==> src/design/tlpg_pkg.sv <==
// Shared types and constants for the thick line point generator.
package tlpg_pkg;

  localparam int unsigned COORD_BITS = 10;
  localparam int unsigned RADIUS_BITS = 8;
  localparam int unsigned CFG_BITS = 10;
  localparam int unsigned CFG_INDEX_BITS = 2;
  localparam int unsigned ACC_BITS = COORD_BITS + 1;

  localparam logic [CFG_BITS-1:0] ScreenWidthRst = CFG_BITS'(240);
  localparam logic [CFG_BITS-1:0] ScreenHeightRst = CFG_BITS'(320);

  typedef enum logic {
    CmdStart   = 1'b0,
    CmdAdvance = 1'b1
  } cmd_e;

  typedef enum logic [CFG_INDEX_BITS-1:0] {
    RegScreenWidth  = 2'd0,
    RegScreenHeight = 2'd1
  } cfg_reg_e;

  // Endpoints and brush radius carried by a start transfer.
  typedef struct packed {
    logic [COORD_BITS-1:0]  x1;
    logic [COORD_BITS-1:0]  y1;
    logic [COORD_BITS-1:0]  x2;
    logic [COORD_BITS-1:0]  y2;
    logic [RADIUS_BITS-1:0] radius;
  } line_start_t;

  // Current walker position and status as seen by the top level.
  typedef struct packed {
    logic                   active;
    logic                   last;
    logic [COORD_BITS-1:0]  x;
    logic [COORD_BITS-1:0]  y;
    logic [RADIUS_BITS-1:0] radius;
  } walk_status_t;

endpackage

==> src/design/tlpg_bounds.sv <==
// Brush circle bounds test against the configured screen size.
module tlpg_bounds (
  input  logic [tlpg_pkg::COORD_BITS-1:0]  x_i,
  input  logic [tlpg_pkg::COORD_BITS-1:0]  y_i,
  input  logic [tlpg_pkg::RADIUS_BITS-1:0] radius_i,
  input  logic [tlpg_pkg::CFG_BITS-1:0]    width_i,
  input  logic [tlpg_pkg::CFG_BITS-1:0]    height_i,
  output logic                             visible_o
);

  localparam int unsigned SumBits = tlpg_pkg::ACC_BITS;

  logic [SumBits-1:0] x_far;
  logic [SumBits-1:0] y_far;
  logic [SumBits-1:0] r_ext;
  logic               off_screen;

  always_comb begin
    r_ext = SumBits'(radius_i);
    x_far = SumBits'(x_i) + r_ext;
    y_far = SumBits'(y_i) + r_ext;
    off_screen = (x_far > SumBits'(width_i)) || (SumBits'(x_i) < r_ext) ||
                 (y_far > SumBits'(height_i)) || (SumBits'(y_i) < r_ext);
    visible_o = !off_screen;
  end

endmodule

==> src/design/tlpg_walker.sv <==
// Bresenham walker state: loads a line on start and steps one point per advance.
module tlpg_walker (
  input  logic                   clk_i,
  input  logic                   rst_ni,
  input  logic                   start_i,
  input  logic                   advance_i,
  input  tlpg_pkg::line_start_t  line_i,
  output tlpg_pkg::walk_status_t status_o
);

  localparam int unsigned CB = tlpg_pkg::COORD_BITS;
  localparam int unsigned AB = tlpg_pkg::ACC_BITS;

  logic [CB-1:0]                   x_q, x_d, y_q, y_d;
  logic [AB-1:0]                   err_q, err_d;
  logic [CB-1:0]                   major_q, major_d, minor_q, minor_d;
  logic [AB-1:0]                   left_q, left_d;
  logic                            xneg_q, xneg_d, yneg_q, yneg_d, ymaj_q, ymaj_d;
  logic [tlpg_pkg::RADIUS_BITS-1:0] radius_q, radius_d;
  logic                            active_q, active_d;

  logic [CB-1:0] dx, dy;
  logic [AB-1:0] err_sum;
  logic          minor_step, step_x, step_y, last;

  assign last = (left_q <= AB'(1));

  always_comb begin
    x_d      = x_q;
    y_d      = y_q;
    err_d    = err_q;
    major_d  = major_q;
    minor_d  = minor_q;
    left_d   = left_q;
    xneg_d   = xneg_q;
    yneg_d   = yneg_q;
    ymaj_d   = ymaj_q;
    radius_d = radius_q;
    active_d = active_q;

    dx = (line_i.x2 >= line_i.x1) ? line_i.x2 - line_i.x1 : line_i.x1 - line_i.x2;
    dy = (line_i.y2 >= line_i.y1) ? line_i.y2 - line_i.y1 : line_i.y1 - line_i.y2;

    err_sum    = err_q + AB'(minor_q);
    minor_step = (err_sum >= AB'(major_q));
    step_x     = ymaj_q ? minor_step : 1'b1;
    step_y     = ymaj_q ? 1'b1 : minor_step;

    if (start_i) begin
      xneg_d   = (line_i.x2 < line_i.x1);
      yneg_d   = (line_i.y2 < line_i.y1);
      ymaj_d   = (dx < dy);
      major_d  = (dx < dy) ? dy : dx;
      minor_d  = (dx < dy) ? dx : dy;
      x_d      = line_i.x1;
      y_d      = line_i.y1;
      err_d    = AB'(major_d >> 1);
      left_d   = AB'(major_d) + AB'(1);
      radius_d = line_i.radius;
      active_d = 1'b1;
    end else if (advance_i && active_q) begin
      if (last) begin
        left_d   = '0;
        active_d = 1'b0;
      end else begin
        err_d  = minor_step ? err_sum - AB'(major_q) : err_sum;
        left_d = left_q - AB'(1);
        if (step_x) begin
          x_d = xneg_q ? x_q - CB'(1) : x_q + CB'(1);
        end
        if (step_y) begin
          y_d = yneg_q ? y_q - CB'(1) : y_q + CB'(1);
        end
      end
    end
  end

  always_ff @(posedge clk_i or negedge rst_ni) begin
    if (!rst_ni) begin
      x_q      <= '0;
      y_q      <= '0;
      err_q    <= '0;
      major_q  <= '0;
      minor_q  <= '0;
      left_q   <= '0;
      xneg_q   <= 1'b0;
      yneg_q   <= 1'b0;
      ymaj_q   <= 1'b0;
      radius_q <= '0;
      active_q <= 1'b0;
    end else begin
      x_q      <= x_d;
      y_q      <= y_d;
      err_q    <= err_d;
      major_q  <= major_d;
      minor_q  <= minor_d;
      left_q   <= left_d;
      xneg_q   <= xneg_d;
      yneg_q   <= yneg_d;
      ymaj_q   <= ymaj_d;
      radius_q <= radius_d;
      active_q <= active_d;
    end
  end

  assign status_o = '{active: active_q, last: last, x: x_q, y: y_q, radius: radius_q};

`ifndef NO_ASSERTIONS
  a_left_nonzero: assert property (@(posedge clk_i) disable iff (!rst_ni)
    active_q |-> left_q != '0)
    else $error("active line with no points left");

  a_err_below_major: assert property (@(posedge clk_i) disable iff (!rst_ni)
    active_q |-> (err_q < AB'(major_q) || major_q == '0))
    else $error("error accumulator out of range");

  a_last_ends_line: assert property (@(posedge clk_i) disable iff (!rst_ni)
    (advance_i && !start_i && active_q && last) |=> !active_q)
    else $error("line still active after its last point");
`endif

endmodule

==> src/design/thick_line_point_generator.sv <==
// Top level of the thick line point generator: config registers, walker and result register.
//
// This block walks a straight line between two endpoints with the Bresenham
// method and hands out one point per advance transfer. A start transfer
// (cmd 0) loads both endpoints and the brush radius and produces no result;
// a start while a line is running drops that line. Each advance transfer
// (cmd 1) produces the current point, then steps the walker toward the end
// point, so both endpoints are produced and the final one carries
// last_point. An advance while no line is running is consumed and produces
// nothing. Each point also carries visible, which is high when a circle of
// the brush radius around the point lies within screen_width by
// screen_height; points outside are still produced and the walk continues.
// Throughput is one input transfer per clock cycle: the walker state updates
// in the accepting cycle and the result lands in a single output register,
// valid in the cycle after. The input stalls only when that register holds a
// result and the output side is stalling. Configuration registers (index 0
// screen width, index 1 screen height, other indexes ignored) must be written
// only while the block is idle.
module thick_line_point_generator (
  input  logic                                    clk_i,
  input  logic                                    rst_ni,
  // Configuration write port.
  input  logic                                    cfg_we_i,
  input  logic [tlpg_pkg::CFG_INDEX_BITS-1:0]     cfg_index_i,
  input  logic [tlpg_pkg::CFG_BITS-1:0]           cfg_wdata_i,
  // Input channel.
  input  logic                                    in_valid_i,
  output logic                                    in_stall_o,
  input  logic                                    cmd_i,
  input  logic [tlpg_pkg::COORD_BITS-1:0]         start_x_i,
  input  logic [tlpg_pkg::COORD_BITS-1:0]         start_y_i,
  input  logic [tlpg_pkg::COORD_BITS-1:0]         end_x_i,
  input  logic [tlpg_pkg::COORD_BITS-1:0]         end_y_i,
  input  logic [tlpg_pkg::RADIUS_BITS-1:0]        brush_radius_i,
  // Output channel.
  output logic                                    out_valid_o,
  input  logic                                    out_stall_i,
  output logic [tlpg_pkg::COORD_BITS-1:0]         point_x_o,
  output logic [tlpg_pkg::COORD_BITS-1:0]         point_y_o,
  output logic                                    visible_o,
  output logic                                    last_point_o
);

  logic [tlpg_pkg::CFG_BITS-1:0] width_q, height_q;

  logic                   in_accept;
  logic                   start;
  logic                   advance;
  logic                   emit;
  logic                   visible;
  tlpg_pkg::line_start_t  line;
  tlpg_pkg::walk_status_t status;

  logic                            out_valid_q, out_valid_d;
  logic [tlpg_pkg::COORD_BITS-1:0] px_q, py_q;
  logic                            vis_q, last_q;

  // Configuration registers.
  always_ff @(posedge clk_i or negedge rst_ni) begin
    if (!rst_ni) begin
      width_q  <= tlpg_pkg::ScreenWidthRst;
      height_q <= tlpg_pkg::ScreenHeightRst;
    end else if (cfg_we_i) begin
      if (cfg_index_i == tlpg_pkg::RegScreenWidth) begin
        width_q <= cfg_wdata_i;
      end
      if (cfg_index_i == tlpg_pkg::RegScreenHeight) begin
        height_q <= cfg_wdata_i;
      end
    end
  end

  // The input is held off only while a result waits and the sink stalls.
  assign in_stall_o = out_valid_q && out_stall_i;
  assign in_accept  = in_valid_i && !in_stall_o;
  assign start      = in_accept && (cmd_i == tlpg_pkg::CmdStart);
  assign advance    = in_accept && (cmd_i == tlpg_pkg::CmdAdvance);
  assign emit       = advance && status.active;

  assign line = '{x1: start_x_i, y1: start_y_i, x2: end_x_i, y2: end_y_i,
                  radius: brush_radius_i};

  tlpg_walker u_walker (
    .clk_i    (clk_i),
    .rst_ni   (rst_ni),
    .start_i  (start),
    .advance_i(advance),
    .line_i   (line),
    .status_o (status)
  );

  tlpg_bounds u_bounds (
    .x_i      (status.x),
    .y_i      (status.y),
    .radius_i (status.radius),
    .width_i  (width_q),
    .height_i (height_q),
    .visible_o(visible)
  );

  // Result register: a new result replaces one that is being taken this cycle.
  always_comb begin
    out_valid_d = out_valid_q;
    if (out_valid_q && !out_stall_i) begin
      out_valid_d = 1'b0;
    end
    if (emit) begin
      out_valid_d = 1'b1;
    end
  end

  always_ff @(posedge clk_i or negedge rst_ni) begin
    if (!rst_ni) begin
      out_valid_q <= 1'b0;
    end else begin
      out_valid_q <= out_valid_d;
    end
  end

  always_ff @(posedge clk_i) begin
    if (emit) begin
      px_q   <= status.x;
      py_q   <= status.y;
      vis_q  <= visible;
      last_q <= status.last;
    end
  end

  assign out_valid_o  = out_valid_q;
  assign point_x_o    = px_q;
  assign point_y_o    = py_q;
  assign visible_o    = vis_q;
  assign last_point_o = last_q;

`ifndef NO_ASSERTIONS
  a_emit_sets_valid: assert property (@(posedge clk_i) disable iff (!rst_ni)
    emit |=> out_valid_o)
    else $error("result transfer lost");

  a_start_no_result: assert property (@(posedge clk_i) disable iff (!rst_ni)
    (start && !(out_valid_q && out_stall_i)) |=> !out_valid_o)
    else $error("start transfer produced a result");
`endif

endmodule
==> config.mk <==
export PLATFORM = sky130hd
export DESIGN_NAME = thick_line_point_generator
export DESIGN_NICKNAME = d
export VERILOG_FILES = /design/src/design/tlpg_pkg.sv /design/src/design/tlpg_bounds.sv /design/src/design/tlpg_walker.sv /design/src/design/thick_line_point_generator.sv
export SDC_FILE = /design/constraint.sdc
export NUM_CORES = 1
export LEC_CHECK = 0
export BUFFER_PORTS_ARGS = -buffer_cell sky130_fd_sc_hd__buf_2
export CAP_MARGIN = 10
export CORE_MARGIN = 4
export CORE_UTILIZATION = 40
export DETAILED_ROUTE_END_ITERATION = 10
export PLACE_DENSITY = 0.63
export SLEW_MARGIN = 20
export SYNTH_ARGS = -nofsm -noshare
export SYNTH_HDL_FRONTEND = slang
export SYNTH_SLANG_ARGS = --single-unit
==> constraint.sdc <==
create_clock -name clk_i -period 5.51 [get_ports clk_i]
set_clock_uncertainty 0.2 [all_clocks]
set_input_delay 0.2755 -clock clk_i [delete_from_list [all_inputs] [get_ports clk_i]]
set_output_delay 0.2755 -clock clk_i [all_outputs]
set_load 0.02 [all_outputs]
After elaboration in Yosys (flattened, before gate mapping)
Index checks and enable logic that the tools add are counted.
{"block": "totals", "ff_bits": 117, "latch_bits": 0, "mem_bits_rw": 0, "mem_bits_ro": 0, "inputBits": 66, "out_inout_bits": 24, "word_cells": 98, "memories": 0}
{"block": "classes", "addsub": 14, "mul": 0, "div_mod_pow": 0, "magnitude_cmp": 11, "eq_ne": 2, "shifts": 0, "muxes": 28, "bitwise_logic": 1, "reduce_logical": 24}
{"operator": "$mux 10", "count": 14}
{"operator": "$mux 11", "count": 7}
{"operator": "$sub 10x10->10", "count": 4}
{"operator": "$lt 10x10->1", "count": 3}
{"operator": "$add 10x8->11", "count": 2}
{"operator": "$gt 11x10->1", "count": 2}
{"operator": "$add 10x1->10 const B", "count": 2}
{"operator": "$ge 10x10->1", "count": 2}
{"operator": "$lt 10x8->1", "count": 2}
{"operator": "$sub 10x1->10 const B", "count": 2}
{"operator": "$add 10x1->11 const B", "count": 1}
{"operator": "$add 11x10->11", "count": 1}
{"operator": "$ge 11x10->1", "count": 1}
{"operator": "$le 11x1->1 const B", "count": 1}
{"operator": "$sub 11x1->11 const B", "count": 1}
{"operator": "$sub 11x10->11", "count": 1}
{"operator": "$reduce_bool 2->1", "count": 5}
{"operator": "$reduce_and 2->1", "count": 4}
{"operator": "$mux 1", "count": 7}
{"operator": "$logic_and 1x1->1", "count": 6}
{"operator": "$reduce_and 3->1", "count": 2}
{"operator": "$logic_not 1->1", "count": 3}
{"operator": "$logic_or 1x1->1", "count": 3}
{"operator": "$eq 2x1->1 const B", "count": 1}
{"operator": "3 further kinds", "count": 3}

Longest topological paths before layout
Gate-level depths: netlist of the first run.
{"block": "depth", "word_depth": 7, "depth_mapped": 28, "ltp_nobuf": 26}

Modules after synthesis
From an unflattened synthesis of the first run, not the netlist that was laid out.
{"block": "hier_totals", "cells_unflattened": 1225, "area_unflattened_um2": 10864.2}
{"mod": "tlpg_walker", "instances": 1, "cells_per_inst": 945, "area_per_inst_um2": 7703.6, "seq_area_each_um2": 1851.8}
{"mod": "tlpg_bounds", "instances": 1, "cells_per_inst": 206, "area_per_inst_um2": 1625.3, "seq_area_each_um2": 0.0}
{"mod": "thick_line_point_generator", "instances": 1, "cells_per_inst": 74, "area_per_inst_um2": 1535.2, "seq_area_each_um2": 1193.6}

Worst setup path after synthesis of the first run
No wires, ideal clock.
{"block": "synth_timing", "path_type": "input -> register", "start": "input end_y_i[0] (netlist bit)", "end": "register u_walker.left_q[8]", "setup_ns": 0.135, "t_arrival_ns": 5.106, "slack_ns": 0.069, "stages": 27, "cell_sequence": "inv_1 ha_1 inv_1 fa_1 a21o_1 and4_1 o31a_1 nor2_4 mux2_2 a221oi_1 xor2_1 ha_1 nand4_1 inv_1 nand3_1 nor2b_1 a31oi_1 o31ai_4 buf_6 buf_4 mux2i_1 ha_1 inv_1 nor2_1 a32o_1 xnor2_1 a21oi_1"}
{"block": "synth_via", "elab_chain_cells": 6, "elab_cells_between_ends": 8}
{"element": "from (decl)", "line": "thick_line_point_generator.sv:33", "text": "input logic [tlpg_pkg::COORD_BITS-1:0] end_y_i,"}
{"element": "$sub 10x10->10 / $ge 10x10->1 (equally long branches)", "line": "tlpg_walker.sv:42", "text": "dy = (line_i.y2 >= line_i.y1) ? line_i.y2 - line_i.y1 : line_i.y1 - line_i.y2;"}
{"element": "$mux 10 *", "line": "tlpg_walker.sv:42"}
{"element": "$lt 10x10->1", "line": "tlpg_walker.sv:53", "text": "major_d = (dx < dy) ? dy : dx;"}
{"element": "$mux 10 *", "line": "tlpg_walker.sv:53"}
{"element": "$add 10x1->11 *", "line": "tlpg_walker.sv:58", "text": "left_d = AB'(major_d) + AB'(1);"}
{"element": "$mux 11 *", "line": "tlpg_walker.sv:49", "text": "if (start_i) begin"}
{"element": "to (signal assigned)", "line": "tlpg_walker.sv:97", "text": "left_q <= left_d;"}
{"element": "to (decl)", "line": "tlpg_walker.sv:17", "text": "logic [AB-1:0] left_q, left_d;"}
Mark *: on every way between the ends. The rest lies on a longest branch, timed or not.
A chain may end at the register's enable or synchronous reset.

Worst setup path after layout of the first run
{"block": "layout_timing", "start": "input start_y_i[2] (netlist bit)", "end": "register u_walker.left_q[8]"}
{"block": "layout_via", "elab_chain_cells": 6, "elab_cells_between_ends": 8}
{"element": "from (decl)", "line": "thick_line_point_generator.sv:31", "text": "input logic [tlpg_pkg::COORD_BITS-1:0] start_y_i,"}
{"element": "$sub 10x10->10 / $ge 10x10->1 (equally long branches)", "line": "tlpg_walker.sv:42"}
{"element": "$mux 10 *", "line": "tlpg_walker.sv:42"}
{"element": "$lt 10x10->1", "line": "tlpg_walker.sv:53"}
{"element": "$mux 10 *", "line": "tlpg_walker.sv:53"}
{"element": "$add 10x1->11 *", "line": "tlpg_walker.sv:58"}
{"element": "$mux 11 *", "line": "tlpg_walker.sv:49"}
Marks and branches as above.

==> results summary, run 1 <==
The flow ran to the end, and the final reports show no timing, DRC or antenna violations. The overall power consumption is around 7600 µW. Along the worst path, the maximum fanout reaches 6. The relative contribution of combinational cells to total power came out at approximately 64%. Summed over all nets, wire length on met3 after detailed routing comes to roughly 1200 µm.

The initial antenna violation count came out at 0. The top routing layer in use is met4. The launching element of the worst setup path is start_y_i[2]. By area the synthesized netlist is led by dfrtp_1 22%, ha_1 17%, edfxtp_1 6.4%. The CTS tree is done. The total count of hold-check failures in the final report was 0.

The post-synthesis sequential element count is 117. STA classifies the critical path startpoint as a primary input. The post-detailed-route DRC marker count came out at 0. Synthesis produced a netlist with a net count of 1389. The max-slew headroom at the worst pin came out at between 30% and 40%.

The finished layout holds around 1600 standard cells, fillers aside. The overall die width came out at ~170 µm. The last weighted congestion value of the routability-driven placer is 0.926.

The total congestion overflow after global routing is 0. The iteration-0 DRC count of the detailed router is 553. The count of max-cap constraint violations is 0.

In this run the critical register-to-register path is launched from u_walker.minor_q[1]. The unique cell type count in the Yosys netlist is 77. In this run, flip-flops and latches consume about 20% of the power.

VDD sags by at most approximately 0.00032 V. The worst-case clock buffer depth came out at 2. The capturing point of the worst reg2reg path is u_walker.err_q[3]. STA classifies the critical path endpoint as a flop. The worst path needs around 5200 ps of the cycle, external delays included. The number of clock buffers added by TritonCTS is 17.

The power share of the clock group came out at 16.3%. The clock net in this run drives a total of approximately 120 sinks. ha_1 is the most common cell in the netlist. The placeable core region came out at between 20000 and 30000 µm². In the final routed layout, each cell accounts on average for about 17 µm. The number of vias after detailed routing came out at just under 9000. In the final routing, the length of wire on met1 measures approximately 13000 µm. The growth of design area from synthesis to finish is 18.1%. The predominant post-synthesis flop cell is dfrtp_1.

The pin count of the biggest net entering global routing is around 60. The internal power is about 4100 µW. The number of warning messages in the yosys log came out at 0. The register-to-register setup slack is 560 ps. Counting flops with an async set or reset pin after synthesis yields a share of between 80% and 90%. The initial standard-cell utilization of the core is 40.7%. The mean area per synthesized cell came out at a little under 9 µm². The cell at the root of the clock tree is clkbuf_16. The die height is ~170 µm. The final critical-path share of the clock period is 94.8%. The remaining number of nets flagged by the antenna check after routing is 0. Counting flops with a built-in enable in the synthesized netlist gives 22.

Setup repair after global routing could not meet its margin everywhere. The setup-violating endpoint count in the final report came out at 0. At the end of the flow the core is filled with cells to approximately half. The worst setup path is of the in -> reg kind. The worst hold path belongs to the class in -> reg. The H-tree generated during clock tree synthesis spans 4 levels. The number of nets in the finished design is 1517. The gate count after technology mapping came out at ~1200. The via count of the first global-routing pass came out at ~9000. The number of iterations in the first detailed-routing pass is 5. For the worst setup path, the data arrival time is 5290 ps. After synthesis, flip-flops and latches occupy around 30% of the total area. The net switching power of the design came out at approximately 3400 µW. The total detailed-routing wirelength is roughly 27000 µm. The first-pass GRT wire length came out at roughly 45000 µm. The required time at the worst-slack endpoint is approximately 5600 ps. The ratio of cells with drive above 1 in the final layout came out at about 14%.

In the detailed route, the total length drawn on met2 is ~13000 µm. The number of rows created at floorplan is between 50 and 60. The post-CTS clock slew at the launch and capture registers of the worst setup and hold paths is about 60 ps. The HPWL after detailed placement is roughly 22000 µm. The number of inserted diodes came out at 0. The proportion of netlist area held by the largest area contributor is about 22%. In this run the worst setup path terminates at u_walker.left_q[8].

Summed over all cells, the static leakage comes to 0.00576 µW. Net switching is between 40 and 50% of the power. Port buffering added 89 buffers.

The area of the mapped netlist came out at 10300 µm². The number of cell instances on the worst register-to-register path is 19. In the synthesized netlist, the cells that appear most often are 137 x ha_1, 126 x inv_1, 106 x nand2_1. The final count of pins violating max slew came out at 0.

The power per standard cell area came out at 623 nW/µm². Based on the critical path, the design can be clocked at up to ~0.19 GHz. The number of vias per cell after detailed routing came out at roughly 5.4. The number of primary I/O pins is 90.

The slew at the pin closest to its max-slew limit came out at 1020 ps. The overall fraction of global-route tracks in use is about a fifth. The cell count after placement is ~1600. At the later pin of the worst-skew pair, clock insertion delay measures 420 ps. The biggest area contributor in the post-synthesis netlist is dfrtp_1. The die outline area is approximately 28000 µm².
[per-layer routing]
layer  global-route usage [%]  up-vias
met5                        0        -
met4                     4.62        0
met3                     3.33       36
met2                     32.8      206
met1                     26.3     4183
li1                         -     4415
[critical path, stage by stage]
cell and delay, ps:
dlygate4sd3_1 520, buf_2 110, inv_1 60, ha_1 320
a21o_1 220, and4_1 220, o31a_1 340, nor2_4 190
mux2_2 360, a221oi_1 320, xor2_1 230, ha_1 270
nand4_1 120, inv_1 50, nand3_1 140, nor2b_1 80
a31oi_2 270, o31ai_4 150, mux2i_2 240, ha_2 240
inv_1 80, nor2_1 100, a32o_1 180, xnor2_1 130
a21oi_1 80
[what timing repair did]
action,4_1_cts,5_1_grt
endpoints found under the setup margin,0,9
gates resized for setup,0,7
hold buffers,28,0
setup buffers,0,1
hold endpoints to repair,76,0
[logic make-up after synthesis]
| logic type | synth area share [%] |
|---|---|
| AO/OA/AOI/OAI | 21.2 |
| AND/OR/NAND/NOR | 14.0 |
| buffers and inverters | 6.35 |
| adder cells (fa/ha/maj) | 18.6 |
| flip-flops | 29.7 |
| XOR/XNOR | 5.37 |
| multiplexers | 4.76 |
[how the worst min path moves through the flow]
stage / end / start / depth (start not counted)
3_3_place_gp: height_q[4] / rst_ni / 1
6_report: u_walker.y_q[8] / start_y_i[8] / 3
5_1_grt: u_walker.x_q[8] / start_x_i[8] / 3
3_5_place_dp: height_q[4] / rst_ni / 1
4_1_cts: u_walker.y_q[7] / start_y_i[7] / 3
2_1_floorplan: height_q[0] / rst_ni / 0
[power groups by stage]
| stage | Combinational (µW) | Sequential, µW | Clock, µW |
|---|---|---|---|
| 3_3_place_gp | 4670 | 1510 | 0 |
| 5_1_grt | 5440 | 1550 | 1300 |
| 3_5_place_dp | 4750 | 1520 | 0 |
| 4_1_cts | 4810 | 1510 | 1250 |
| 6_report | 4820 | 1510 | 1230 |
| 2_1_floorplan | 3710 | 1440 | 0 |
[through the flow]
stage / setup TNS (ps) / hold slack, ps / cell area [µm²] / setup slack (ps)
2_1_floorplan: 0 / -220 / 10300 / 69.1
4_1_cts: 0 / 3.85 / 12100 / 200
6_report: 0 / 17.7 / 12100 / 289
3_3_place_gp: 0 / 133 / 11200 / 115
3_5_place_dp: -21.6 / 128 / 11200 / -11.1
5_1_grt: -53.7 / 25.9 / 12100 / -42.5
[area by class of cell]
cell class / count / area [µm²]
clock buffer: 19 / 464
clock inverter: 13 / 193
fill: 2448 / 13100
inverter: 128 / 480
multi-input combinational: 897 / 6610
sequential: 117 / 3050
tap: 330 / 413
timing repair buffer: 143 / 923
[placed cells by master, fill, tap and decap left out, drive strengths merged, types with 4 or more instances in the layout]
cell type | netlist | routed
nand3b | 5 | 5
inv | 126 | 129
a22oi | 8 | 8
mux2i | 32 | 32
nand4 | 12 | 12
dfrtp | 89 | 89
nor2b | 23 | 23
a211oi | 6 | 6
a21o | 28 | 28
dfstp | 6 | 6
nand3 | 18 | 18
o31ai | 4 | 4
o21a | 29 | 29
nor2 | 64 | 64
a21oi | 97 | 97
mux2 | 15 | 15
clkbuf | 24 | 19
bufinv | 0 | 4
and2 | 4 | 4
nand2b | 9 | 9
dlygate4sd3 | 0 | 28
o21ai | 105 | 105
or3 | 13 | 13
nor3 | 16 | 16
clkinv | 2 | 6
a31oi | 11 | 11
o211ai | 12 | 12
buf | 10 | 115
fa | 10 | 10
edfxtp | 22 | 22
or4 | 4 | 4
nor4 | 7 | 7
ha | 137 | 137
o21bai | 10 | 10
xnor2 | 43 | 43
nand2 | 107 | 107
xor2 | 20 | 20
[state kept, by name, indices dropped and copies added (netlist names), 8 cells and up]
signal             cells
u_walker.y_q          10
u_walker.minor_q      10
point_y_o             10
u_walker.radius_q      8
height_q              10
u_walker.x_q          10
u_walker.left_q       11
width_q               10
point_x_o             10
u_walker.major_q      10
u_walker.err_q        11
No activity file was read; power rests on OpenSTA's default activity.
==> run 2: changes to the inputs <==
PLACE_DENSITY = not set   (was 0.63)
==> run 2 against run 1 <==
  * Worst hold slack better by 9.0 ps
  * Final cell count increased by 0.49%
  * Via count down 0.52%
  * Combinational power about the same
  * Sequential cell count unchanged
  * Wire length decreased by 1.1%
  * Count of clock-buffer cells in the layout decreased by 1
  * Global-route usage decreased by 0.33 points
  * Clock power shrank 9%
==> results summary, run 2 (synthesized netlist as in run 1, its figures left out) <==
The hold-critical path endpoint is u_walker.x_q[5]. The initial antenna violation count was 0 (unchanged). The largest individual stage delay along the critical path comes from the cell dlygate4sd3_1. The final count of pins violating max slew came out at 0 (unchanged). The worst-skew pair later-pin latency is 420 ps (about the same). The count of max-cap constraint violations came out at 0 (unchanged). The number of iterations in the first detailed-routing pass came out at 5 (unchanged). The post-detailed-route wirelength per cell came to 16.4 µm (-1.6%).

The clock period minus worst slack is 5260 ps (+37.7 ps). The remaining number of nets flagged by the antenna check after routing came to 0 (unchanged). The final critical-path share of the clock period is 95.4% (+0.68 points). The kind of launch point of the worst setup path is a primary input. The cell area after layout came out at 12200 µm² (+0.31%). The slew at the pin closest to its max-slew limit is 1010 ps (-11.8 ps). Clock tree synthesis selected as its root buffer the cell clkbuf_16.

The register-to-register setup slack came out at 510 ps (-50 ps). The number of vias per cell after detailed routing is 5.31 (-1.0%). The power per standard cell area is 613 nW/µm² (-1.6%). The setup-violating endpoint count in the final report is 0 (unchanged). The number of buffers added by the clock tree synthesis step came to 17 (unchanged). The number of clock sinks seen by CTS came out at 117 (unchanged). The number of nets in the finished design was 1525 (+0.53%). The number of buffers inserted by port buffering was 89 (unchanged). The number of rows created at floorplan is 58 (unchanged). The worst vdd rail ir drop is 0.000333 V (+2.9%). The last weighted congestion value of the routability-driven placer came out at 0.941 (+1.6%). The die height was 168 µm (unchanged). The die outline area was 28300 µm² (unchanged). The highest cell delay on the worst timing path is 510 ps (about the same). The worst setup path is captured at a flop. The pin count of the biggest net entering global routing is 59 (unchanged). The power share of the clock group is 15.0% (-1.3 points). The number of H-tree levels came to 4 (unchanged).

The data arrival time of the worst path is 5330 ps (+40 ps). The total count of hold-check failures in the final report came to 0 (unchanged). The sequential cell fraction of total power came out at 20.1% (about the same). The capturing point of the worst reg2reg path is u_walker.x_q[1]. The switching portion of total power was 45.3% (+0.19 points). In this run the critical register-to-register path is launched from u_walker.minor_q[1].

The number of vias after detailed routing came out at 8794 (-0.52%). The post-CTS clock slew at the launch and capture registers of the worst setup and hold paths came out at 60 ps (about the same). The overall die width came out at 168 µm (unchanged). Setup repair after global routing could not meet its margin everywhere. The net switching power of the design came out at 3380 µW (-0.92%). The total congestion overflow after global routing came out at 0 (unchanged). The worst setup path is of the in -> reg kind. The placeable core region came to 25300 µm² (unchanged). The max-slew headroom at the worst pin came out at 32.3% (+0.79 points). The top achievable clock speed is 0.190 GHz (-0.72%). The relative contribution of combinational cells to total power came to 64.9% (+1.1 points). The highest net fanout along the worst path came out at 8 (+2).

The area of the multi-input gates came out at 6650 µm² (+0.51%). The initial standard-cell utilization of the core was 40.7% (unchanged). The instance count along the most critical hold path is 3 (unchanged).

The growth of design area from synthesis to finish is 18.5%. The area occupied by registers came out at 3050 µm² (unchanged). The HPWL after detailed placement is 21300 µm (-1.5%).

The number of cell instances on the worst register-to-register path was 19 (unchanged). Walking the worst path, the cells encountered are dlygate4sd3_1, buf_2, ha_1, inv_1, fa_2, a21o_1, and4_1, o31a_1, nor2_4, mux2_2, a221oi_2, xor2_1, ha_1, nand4_1, inv_1, nand3_2, o31ai_4, mux2i_2, ha_2, inv_1, nor2_1, a32o_2, xnor2_1, a21oi_1. The overall power consumption is 7460 µW (-1.3%). The most common cell after layout, fill and taps aside is ha_1. The via count of the first global-routing pass came to 8598 (-2.9%). The core utilization of the finished layout came to 48.2% (+0.15 points).

The worst-case clock buffer depth is 2 (unchanged). The CTS tree is done. The iteration-0 DRC count of the detailed router came out at 474 (-14%). The ratio of cells with drive above 1 in the final layout came out at 15.0% (+0.59 points). The most numerous cell on the critical path is inv_1. The type of the worst min-delay path is in -> reg.

The post-detailed-route DRC marker count came out at 0 (unchanged). The overall fraction of global-route tracks in use came to 19.2% (-0.33 points). The cell area reported after detailed placement was 11200 µm² (about the same).

The largest registers in the layout are u_walker.err_q (11), u_walker.left_q (11). The number of primary I/O pins is 90 (unchanged). The number of inserted diodes was 0 (unchanged).

The leakage power is 0.00577 µW (+0.19%). The number of fillers in the final layout is 2439 (-0.37%). The required time at the worst-slack endpoint was 5580 ps (about the same). The total detailed-routing wirelength is 27200 µm (-1.1%). The first-pass GRT wire length is 44200 µm (-2.4%). The internal power was 4080 µW (-1.7%). In the layout the commonest cells are 136 x ha_1, 126 x inv_1, 106 x nand2_1.

The run finished with clean final reports. The start point of the worst hold path is start_x_i[5].
[run 2: cell type report]
type | count | area share, %
repair buffers | 151 | 8.17
well taps | 330 | 3.39
clock buffers | 18 | 3.53
flip-flops and latches | 117 | 25.0
inverters | 128 | 3.95
clock inverters | 14 | 1.32
multi-input cells | 897 | 54.6
[run 2: how the worst max path moves through the flow]
stage,startpoint,to,slack (ps)
6_report,start_y_i[0],u_walker.left_q[8],250
3_3_place_gp,end_y_i[0],u_walker.left_q[8],190
5_1_grt,start_y_i[0],u_walker.left_q[8],-80
3_5_place_dp,end_y_i[0],u_walker.left_q[8],90
4_1_cts,start_y_i[0],u_walker.left_q[8],30
2_1_floorplan,end_y_i[0],u_walker.left_q[8],70
[run 2: critical path: cells and delay by family]
family | cells | cell delay, ps
AOI/OAI and AO/OA | 6 | 1490
xor gates and xnor gates | 2 | 240
adders and majority gates | 4 | 1070
buffers and inverters | 5 | 860
muxes | 2 | 680
and+or+nand+nor | 5 | 720
[run 2: what timing repair did]
item / CTS / global route
gates resized for setup: 0 / 15
hold buffers: 31 / 0
setup buffers: 0 / 5
endpoints found under the hold margin: 81 / 0
setup endpoints to repair: 0 / 23
[run 2: power groups by stage]
stage	Combinational [µW]	Clock, µW	Sequential [µW]
3_5_place_dp	4730	0	1520
3_3_place_gp	4690	0	1510
2_1_floorplan	3710	0	1440
4_1_cts	4790	1140	1500
5_1_grt	5480	1170	1550
6_report	4840	1120	1500
[run 2: metal layers]
metal | wire length (µm) | share of wire, % | global-route usage, %
met1 | 13100 | 48 | 26.9
met5 | 0 | 0 | 0
met2 | 12400 | 46 | 31.0
met3 | 1150 | 4.2 | 2.89
met4 | 494 | 1.8 | 4.94
[run 2: metrics by stage]
step | cells | hold slack [ps] | setup slack (ps) | TNS (ps)
6_report | 1655 | 26.7 | 251 | 0
4_1_cts | 1650 | 5.79 | 29.3 | 0
5_1_grt | 1655 | 30.0 | -77.6 | -193
3_3_place_gp | 1587 | 158 | 189 | 0
2_1_floorplan | 1176 | -220 | 69.1 | 0
3_5_place_dp | 1587 | 161 | 94.8 | 0
